$ cat config.mk
export PLATFORM = sky130hd
export DESIGN_NAME = tagged_counter_stack_core
export DESIGN_NICKNAME = d
export VERILOG_FILES = /design/src/design/tcs_pkg.sv /design/src/design/tagged_counter_stack_core.sv /design/src/design/tcs_ctrl.sv /design/src/design/tcs_dpath.sv
export SDC_FILE = /design/constraint.sdc
export NUM_CORES = 2
export LEC_CHECK = 0
export ABC_AREA = 1
export BUFFER_PORTS_ARGS = -buffer_cell sky130_fd_sc_hd__buf_2
export CELL_PAD_IN_SITES_DETAIL_PLACEMENT = 1
export CELL_PAD_IN_SITES_GLOBAL_PLACEMENT = 1
export CORE_MARGIN = 3
export CORE_UTILIZATION = 45
export DETAILED_ROUTE_END_ITERATION = 10
export HOLD_SLACK_MARGIN = 0.02
export PLACE_DENSITY_LB_ADDON = 0.1
export SYNTH_ARGS = -nofsm -noshare
export SYNTH_HDL_FRONTEND = slang
export SYNTH_SLANG_ARGS = --single-unit
$ cat constraint.sdc
create_clock -name clk_i -period 8 [get_ports clk_i]
set_clock_uncertainty 0.2 [all_clocks]
set_input_delay 1.6 -clock clk_i [delete_from_list [all_inputs] [get_ports clk_i]]
set_output_delay 1.6 -clock clk_i [all_outputs]
set_load 0.03 [all_outputs]
$ cat src/design/tcs_pkg.sv
// Shared types and constants for the tagged counter stack.
package tcs_pkg;

  localparam int unsigned DEPTH  = 16;
  localparam int unsigned IDX_W  = $clog2(DEPTH);
  localparam int unsigned FILL_W = $clog2(DEPTH + 1);
  localparam int unsigned KEY_W  = 16;
  localparam int unsigned CNT_W  = 16;

  localparam logic signed [CNT_W-1:0] CNT_MAX = {1'b0, {(CNT_W-1){1'b1}}};
  localparam logic signed [CNT_W-1:0] CNT_MIN = {1'b1, {(CNT_W-1){1'b0}}};

  typedef enum logic [2:0] {
    OP_PUSH   = 3'd0,
    OP_POP    = 3'd1,
    OP_REMOVE = 3'd2,
    OP_INC    = 3'd3,
    OP_DEC    = 3'd4,
    OP_TOPVAL = 3'd5,
    OP_KEYVAL = 3'd6,
    OP_CLEAR  = 3'd7
  } op_e;

  typedef enum logic [1:0] {
    ST_OK       = 2'd0,
    ST_EMPTY    = 2'd1,
    ST_FULL     = 2'd2,
    ST_NOTFOUND = 2'd3
  } status_e;

  typedef enum logic {
    S_IDLE,
    S_EXEC
  } state_e;

  // Controller to datapath
  typedef struct packed {
    logic    capture;
    logic    execute;
    logic    commit;
    status_e status;
  } tcs_cmd_t;

  // Datapath to controller
  typedef struct packed {
    op_e  op;
    logic empty;
    logic full;
    logic found;
    logic top_match;
  } tcs_stat_t;

endpackage

$ cat src/design/tagged_counter_stack_core.sv
// A word is latched in the capture step, then executed on the register file; the result word
// is registered at execute. No new word is taken while one is executing.
// A waiting result does not block a new word; a stalled result holds the input off.
// Reset (rst_ni, asynchronous, active low) empties the stack and drops any result.
// Entry contents are not cleared by reset; only entries below the fill level are read.
// Top level of the tagged counter stack.
module tagged_counter_stack_core (
  input  logic                             clk_i,
  input  logic                             rst_ni,
  input  logic                             in_valid_i,
  output logic                             in_stall_o,
  input  logic [2:0]                       op_i,
  input  logic [tcs_pkg::KEY_W-1:0]        key_i,
  input  logic signed [tcs_pkg::CNT_W-1:0] start_count_i,
  output logic                             out_valid_o,
  input  logic                             out_stall_i,
  output logic [1:0]                       status_o,
  output logic signed [tcs_pkg::CNT_W-1:0] count_o,
  output logic [tcs_pkg::IDX_W-1:0]        position_o,
  output logic [tcs_pkg::FILL_W-1:0]       fill_o
);
  import tcs_pkg::*;

  tcs_cmd_t  cmd;
  tcs_stat_t stat;

  tcs_ctrl u_ctrl (
    .clk_i       (clk_i),
    .rst_ni      (rst_ni),
    .in_valid_i  (in_valid_i),
    .in_stall_o  (in_stall_o),
    .out_valid_o (out_valid_o),
    .out_stall_i (out_stall_i),
    .stat_i      (stat),
    .cmd_o       (cmd)
  );

  tcs_dpath u_dpath (
    .clk_i         (clk_i),
    .rst_ni        (rst_ni),
    .op_i          (op_i),
    .key_i         (key_i),
    .start_count_i (start_count_i),
    .cmd_i         (cmd),
    .stat_o        (stat),
    .status_o      (status_o),
    .count_o       (count_o),
    .position_o    (position_o),
    .fill_o        (fill_o)
  );

endmodule

$ cat src/design/tcs_ctrl.sv
// Controller: handshake, sequencing and error decode for the counter stack.
module tcs_ctrl (
  input  logic              clk_i,
  input  logic              rst_ni,
  input  logic              in_valid_i,
  output logic              in_stall_o,
  output logic              out_valid_o,
  input  logic              out_stall_i,
  input  tcs_pkg::tcs_stat_t stat_i,
  output tcs_pkg::tcs_cmd_t  cmd_o
);
  import tcs_pkg::*;

  state_e  state_q, state_d;
  logic    out_valid_q, out_valid_d;
  status_e err;
  logic    accept;

  // Hold the input while busy or while a stalled result word waits
  assign in_stall_o = (state_q == S_EXEC) || (out_valid_q && out_stall_i);
  assign accept     = in_valid_i && !in_stall_o;
  assign out_valid_o = out_valid_q;

  // Decode the outcome of the latched operation
  always_comb begin
    err = ST_OK;
    case (stat_i.op) inside
      OP_PUSH: begin
        if (stat_i.full) err = ST_FULL;
      end
      OP_POP, OP_INC, OP_DEC: begin
        if (stat_i.empty) err = ST_EMPTY;
      end
      OP_REMOVE, OP_KEYVAL: begin
        if (stat_i.empty)       err = ST_EMPTY;
        else if (!stat_i.found) err = ST_NOTFOUND;
      end
      OP_TOPVAL: begin
        if (stat_i.empty)           err = ST_EMPTY;
        else if (!stat_i.top_match) err = ST_NOTFOUND;
      end
      default: err = ST_OK;
    endcase
  end

  // Next state and commands
  always_comb begin
    state_d       = state_q;
    cmd_o.capture = 1'b0;
    cmd_o.execute = 1'b0;
    unique case (state_q)
      S_IDLE: begin
        if (accept) begin
          cmd_o.capture = 1'b1;
          state_d       = S_EXEC;
        end
      end
      S_EXEC: begin
        cmd_o.execute = 1'b1;
        state_d       = S_IDLE;
      end
      default: state_d = S_IDLE;
    endcase
    cmd_o.commit = cmd_o.execute && (err == ST_OK);
    cmd_o.status = err;
  end

  // Load the result word on execute, drop it once taken
  always_comb begin
    out_valid_d = out_valid_q;
    if (cmd_o.execute)     out_valid_d = 1'b1;
    else if (!out_stall_i) out_valid_d = 1'b0;
  end

  always_ff @(posedge clk_i or negedge rst_ni) begin
    if (!rst_ni) begin
      state_q     <= S_IDLE;
      out_valid_q <= 1'b0;
    end else begin
      state_q     <= state_d;
      out_valid_q <= out_valid_d;
    end
  end

endmodule

$ cat src/design/tcs_dpath.sv
// Datapath: entry register file, key compare, shift-down and result word.
module tcs_dpath (
  input  logic                                clk_i,
  input  logic                                rst_ni,
  input  logic [2:0]                          op_i,
  input  logic [tcs_pkg::KEY_W-1:0]           key_i,
  input  logic signed [tcs_pkg::CNT_W-1:0]    start_count_i,
  input  tcs_pkg::tcs_cmd_t                   cmd_i,
  output tcs_pkg::tcs_stat_t                  stat_o,
  output logic [1:0]                          status_o,
  output logic signed [tcs_pkg::CNT_W-1:0]    count_o,
  output logic [tcs_pkg::IDX_W-1:0]           position_o,
  output logic [tcs_pkg::FILL_W-1:0]          fill_o
);
  import tcs_pkg::*;

  op_e                      op_q;
  logic [KEY_W-1:0]         key_q;
  logic signed [CNT_W-1:0]  start_q;
  logic [FILL_W-1:0]        used_q, used_d;

  logic [KEY_W-1:0]         key_mem [DEPTH];
  logic signed [CNT_W-1:0]  cnt_mem [DEPTH];

  logic [DEPTH-1:0]         match;
  logic [IDX_W-1:0]         hit_idx;
  logic [FILL_W-1:0]        top_w;
  logic [IDX_W-1:0]         top;
  logic [IDX_W-1:0]         rd_addr;
  logic signed [CNT_W-1:0]  rd_cnt;
  logic signed [CNT_W-1:0]  bumped;
  logic [IDX_W-1:0]         pos;
  logic signed [CNT_W-1:0]  cnt_res;

  logic [1:0]               status_q;
  logic signed [CNT_W-1:0]  count_q;
  logic [IDX_W-1:0]         pos_q;
  logic [FILL_W-1:0]        fill_q;

  // Compare every held entry against the key
  always_comb begin
    for (int i = 0; i < DEPTH; i++) begin
      match[i] = (FILL_W'(i) < used_q) && (key_mem[i] == key_q);
    end
  end

  // Lowest matching entry
  always_comb begin
    hit_idx = '0;
    for (int i = DEPTH - 1; i >= 0; i--) begin
      if (match[i]) hit_idx = IDX_W'(i);
    end
  end

  assign top_w = used_q - FILL_W'(1);
  assign top   = top_w[IDX_W-1:0];

  // Single count read port: matched entry for key lookup, top otherwise
  assign rd_addr = (op_q == OP_KEYVAL) ? hit_idx : top;
  assign rd_cnt  = cnt_mem[rd_addr];

  // Saturating step of the top count
  always_comb begin
    bumped = rd_cnt;
    if (op_q == OP_INC) begin
      if (rd_cnt != CNT_MAX) bumped = rd_cnt + CNT_W'(1);
    end else begin
      if (rd_cnt != CNT_MIN) bumped = rd_cnt - CNT_W'(1);
    end
  end

  assign stat_o.op        = op_q;
  assign stat_o.empty     = (used_q == '0);
  assign stat_o.full      = (used_q == FILL_W'(DEPTH));
  assign stat_o.found     = |match;
  assign stat_o.top_match = (key_mem[top] == key_q);

  // Result fields and new fill level
  always_comb begin
    pos     = '0;
    cnt_res = '0;
    used_d  = used_q;
    case (op_q)
      OP_PUSH:   pos = used_q[IDX_W-1:0];
      OP_POP:    pos = top;
      OP_REMOVE: pos = hit_idx;
      OP_INC:    pos = top;
      OP_DEC:    pos = top;
      OP_TOPVAL: begin
        pos     = top;
        cnt_res = rd_cnt;
      end
      OP_KEYVAL: begin
        pos     = hit_idx;
        cnt_res = rd_cnt;
      end
      default: pos = '0;
    endcase
    if (cmd_i.status != ST_OK) begin
      pos     = '0;
      cnt_res = '0;
    end
    if (cmd_i.commit) begin
      case (op_q)
        OP_PUSH:   used_d = used_q + FILL_W'(1);
        OP_POP:    used_d = top_w;
        OP_REMOVE: used_d = top_w;
        OP_CLEAR:  used_d = '0;
        default:   used_d = used_q;
      endcase
    end
  end

  // Fill level
  always_ff @(posedge clk_i or negedge rst_ni) begin
    if (!rst_ni) begin
      used_q <= '0;
    end else begin
      used_q <= used_d;
    end
  end

  // Latch the operation word
  always_ff @(posedge clk_i) begin
    if (cmd_i.capture) begin
      op_q    <= op_e'(op_i);
      key_q   <= key_i;
      start_q <= start_count_i;
    end
  end

  // Result word
  always_ff @(posedge clk_i) begin
    if (cmd_i.execute) begin
      status_q <= cmd_i.status;
      count_q  <= cnt_res;
      pos_q    <= pos;
      fill_q   <= used_d;
    end
  end

  // Entry store: push, count update, shift-down on remove
  always_ff @(posedge clk_i) begin
    if (cmd_i.commit) begin
      case (op_q)
        OP_PUSH: begin
          key_mem[used_q[IDX_W-1:0]] <= key_q;
          cnt_mem[used_q[IDX_W-1:0]] <= start_q;
        end
        OP_INC, OP_DEC: begin
          cnt_mem[top] <= bumped;
        end
        OP_REMOVE: begin
          for (int j = 0; j < DEPTH - 1; j++) begin
            if (IDX_W'(j) >= hit_idx) begin
              key_mem[j] <= key_mem[j+1];
              cnt_mem[j] <= cnt_mem[j+1];
            end
          end
        end
        default: ;
      endcase
    end
  end

  assign status_o   = status_q;
  assign count_o    = count_q;
  assign position_o = pos_q;
  assign fill_o     = fill_q;

endmodule

==> results.md <==
Floorplan:
- Measured along the y axis, the die boundary spans 282 um.
- The starting density of the core is ~46%.
- In this run the standard cell core region covers ~0.075 sq mm.
- The die area is between 0.07 and 0.08 sq mm.
- The horizontal extent of the die is 282 um.
- After floorplanning, the core was divided into 100 placement rows.
- During I/O placement, the number of pins put on the boundary was roughly 70.

Power:
- For this design the ratio of total power to cell area is 354 mW/mm^2.
- The sequential share of power is 27.6%.
- The switching power summed over all nets is just over 6000 uW.
- The proportion of power drawn by combinational gates is 47.8%.
- The share of total power dissipated in the clock network is about 25%.
- The total power is 13400 uW.
- The analysis attributes to cell leakage a power of 0.0152 uW.
- The internal portion of total power is 7270 uW.
- The maximum vdd drop is ~0.00026 V.
- The switching portion of total power is 45.7%.

Timing:
- Setup repair after global routing left no endpoint under its margin.
- The count of endpoints failing setup in the final report is 0.
- For the pin with the worst max-slew slack, the measured transition is 1.18 ns.
- The number of hold-slack violations in the final timing report is 0.
- The relative slew slack is 20.0%.
- The worst path uses a little over nine tenths of the clock period.
- For this run, the top clock speed supported by timing is between 100 and 150 MHz.
- The number of max-slew violations in the final report was 0.
- Setup total negative slack on the finished layout was measured at 0 ns.
- The clock period minus worst slack is 7.56 ns.

Run status:
- The run finished with clean final reports.

Synthesis:
- After synthesis, the mean cell area works out to 8.55 sq um.
- For this run, the number of Yosys warnings is 0.
- The number of enable flip-flop cells after synthesis is ~570.
- The cell count after synthesis came out at 4014.
- The post-synthesis cell type count is 58.
- Synthesis inferred 581 register bits.
- The share of the yosys chip area belonging to registers is 50.7%.
- The number of nets handed over by synthesis was around 4100.
- For this run, the leading register cell type out of synthesis is edfxtp_1.
- The synthesized cell area is 0.0343 sq mm.
- Counting flops with an async set or reset pin after synthesis yields a share of 1.20%.

Setup path:
- The number of cells on the worst reg-to-reg path is 27.
- The highest fanout seen on the critical path is 50.
- The classification of the worst setup path is register to register.
- The setup slack of the most critical reg-to-reg path is 0.44 ns.
- The worst register-to-register path ends at u_dpath.cnt_mem[8][12]$_DFFE_PP_.
- The worst setup path is launched from a register.
- The worst setup path is captured at a register.
- The launch instance of the worst register-to-register path is u_dpath.used_q[1]$_DFF_PN0_.
- The required time at the endpoint of the critical path is 8.17 ns.
- The signal arrival time at the worst endpoint is 7.73 ns.

Drt:
- For this run, design rule violations remaining after detail routing come to 0.
- The routed via count divided by cell count is a little under 6.
- The vias after detailed routing is 29673.
- The DRC marker count from the first detailed-route iteration is 3104.
- The count of antenna-violating nets left after detailed routing is 0.
- The final routed wirelength across all metal layers is approximately 120000 um.
- After detailed routing, the average wire length per cell comes to ~24 um.
- The number of detailed-route iterations in the first pass is 5.

CTS:
- The clock drives a little under 600 sinks.
- The maximum level of the CTS H-tree is 3.
- The deepest clock path buffer count is 3.
- The number of hold buffers added after CTS is 0.
- TritonCTS built the clock tree.
- The cell at the root of the clock tree is clkbuf_16.
- The post-CTS clock slew at the launch and capture registers of the worst setup and hold paths is 0.06 ns.
- For the worst-skew pair, the clock arrives at the later sink with an insertion delay of 0.63 ns.
- The post-cts sizing count is 0.
- The post-CTS setup buffer count is 0.
- The total CTS buffers is about 70.

Global routing:
- The initial antenna violation count is 3.
- After global routing the overflow that remains totals 0.
- Entering global routing, the biggest net connects 152 pins.
- The via count of the first global-routing pass is around 29000.
- The total routing usage reported by global routing is 30.4%.
- The wire length of the first global-routing pass is about 180000 um.

Cells and area:
- The library cells used most frequently in the layout, excluding fill and tap cells, are 938 x nand2_1, 574 x edfxtp_1, 354 x nand3_1.
- The layout overhead on the synthesized area is 10.2%.
- The fill cell instance count of the final layout is 8745.
- Of the cells placed in the final design, the portion with a size suffix greater than 1 is 11.8%.
- The commonest non-fill, non-tap cell in the layout is nand2_1.
- The post-layout net count is 4022.

Place:
- In this run the tool buffered the top-level ports with 67 buffer cells.
- Detailed placement finished with a half-perimeter wire length of 85100 um.
- At the end of routability-driven placement, the weighted congestion stood at ~0.92.

Worst hold path:
- The startpoint identified for the worst hold timing path is u_ctrl.out_valid_o$_DFFE_PN0P_.
- In this run the worst hold path is classified as register to register.
- The terminating pin of the worst hold path is u_ctrl.out_valid_o$_DFFE_PN0P_.
- The worst hold path was traced through 2 stages.

Flow run:
- Across the run, the number of max-cap violations was 0.
## area by class of cell
cell class | instances | area (sq um) | area share (%)
Antenna cell | 1 | 2.50 | 0.00661
Clock buffer | 91 | 1960 | 5.17
Clock inverter | 37 | 367 | 0.969
Inverter | 300 | 1130 | 2.98
Multi-Input combinational cell | 2837 | 14400 | 38.1
Sequential cell | 581 | 17400 | 46.0
Tap cell | 969 | 1210 | 3.20
Timing Repair Buffer | 184 | 1330 | 3.51
## how the worst max path moves through the flow
stage	startpoint	end	slack (ns)
after global routing	u_dpath.used_q[1]$_DFF_PN0_	u_dpath.cnt_mem[8][1]$_DFFE_PP_	0.02
after floorplan	u_dpath.used_q[0]$_DFF_PN0_	u_dpath.cnt_mem[10][0]$_DFFE_PP_	1.89
after CTS	u_dpath.used_q[1]$_DFF_PN0_	u_dpath.cnt_mem[8][0]$_DFFE_PP_	0.75
final	u_dpath.used_q[1]$_DFF_PN0_	u_dpath.cnt_mem[8][12]$_DFFE_PP_	0.44
after global placement	u_dpath.used_q[1]$_DFF_PN0_	u_dpath.cnt_mem[8][12]$_DFFE_PP_	0.80
after detailed placement	u_dpath.used_q[1]$_DFF_PN0_	u_dpath.cnt_mem[8][0]$_DFFE_PP_	0.77
## Yosys cell counts (10+ instances only)
cell | number | area share (%)
edfxtp_1 | 574 | 50
a21oi_1 | 287 | 4.2
mux2_2 | 45 | 1.5
buf_6 | 23 | 0.75
buf_2 | 98 | 1.4
nor3_1 | 20 | 0.29
o21ai_0 | 336 | 4.9
inv_1 | 270 | 3.0
mux2i_1 | 10 | 0.29
a211oi_1 | 20 | 0.44
or2_2 | 15 | 0.27
o311ai_0 | 25 | 0.64
xor2_1 | 100 | 2.6
nand4_1 | 33 | 0.60
xnor2_1 | 50 | 1.3
nor4_1 | 27 | 0.49
buf_4 | 26 | 0.57
nand2_1 | 945 | 10
nand2_2 | 23 | 0.42
o22ai_1 | 50 | 0.91
nor2_1 | 356 | 3.9
nand3_1 | 355 | 5.2
inv_2 | 27 | 0.30
o21ai_1 | 22 | 0.32
a21oi_2 | 37 | 0.94
buf_1 | 21 | 0.23
clkbuf_1 | 127 | 1.4
## critical path, cell delays in order (launching register included)
cell,delay (ns)
dfrtp_1,0.59
inv_1,0.32
ha_1,0.41
inv_2,0.14
buf_12,0.23
o21ai_0,0.11
a21oi_1,0.09
o311ai_0,1.01
nand2_1,0.21
nand2_1,0.12
o21ai_0,0.09
a221oi_1,0.28
nand3_1,0.20
o21ai_1,0.27
o2111ai_1,0.32
nor3_2,0.39
inv_2,0.13
nor3_4,0.46
nand2_1,0.20
inv_2,0.11
nand2_1,0.07
inv_2,0.14
nor2_4,0.18
inv_2,0.15
o21ai_4,0.22
buf_4,0.36
o21ai_0,0.20
inv_1,0.06
## sequential cells by signal, summed over array words and instances (netlist names)
name / count
u_dpath.fill_o: 5
u_ctrl.out_valid_o: 1
u_dpath.key_q: 16
u_dpath.used_q: 5
u_dpath.status_o: 2
u_ctrl.state_q: 1
u_dpath.cnt_mem: 256
u_dpath.position_o: 4
u_dpath.start_q: 16
u_dpath.count_o: 16
u_dpath.key_mem: 256
u_dpath.op_q: 3
## routing by layer
layer	track usage (%)	share of wire, %	wire length, um
met5	0	0.020	24
met4	7.85	2.6	3150
met3	4.46	7.9	9580
met2	45.7	43	52700
met1	45.9	46	56300
## power groups by stage
stage,clock network (uW),registers [uW],logic (uW)
global placement,0,3750,6160
floorplan,0,3750,3900
finish,3290,3700,6390
global route,3460,3710,6920
detailed placement,0,3760,6240
CTS,3340,3690,6280
## through the flow
| step | util, % | setup WS (ns) | hold slack, ns | instances | cell area (sq um) |
|---|---|---|---|---|---|
| floorplan | - | 1.89 | 0.221 | 4014 | 34300 |
| global placement | 47.4 | 0.799 | 0.271 | 4871 | 35500 |
| detailed placement | 47.4 | 0.769 | 0.292 | 4871 | 35500 |
| CTS | 50.5 | 0.748 | 0.304 | 4999 | 37800 |
| global route | 50.5 | 0.0194 | 0.333 | 4999 | 37800 |
| finish | 50.5 | 0.439 | 0.296 | 5000 | 37800 |
## cells by family after synthesis
logic type / count (synthesis) / synth area share, %
compound gates: 820 / 13.4
xor+xnor: 150 / 3.83
fa+ha+maj: 8 / 0.292
buf+inv: 596 / 7.67
flops: 581 / 50.7
mux: 62 / 2.00
simple gates: 1797 / 22.1
Power figures use the tool's default switching activity.
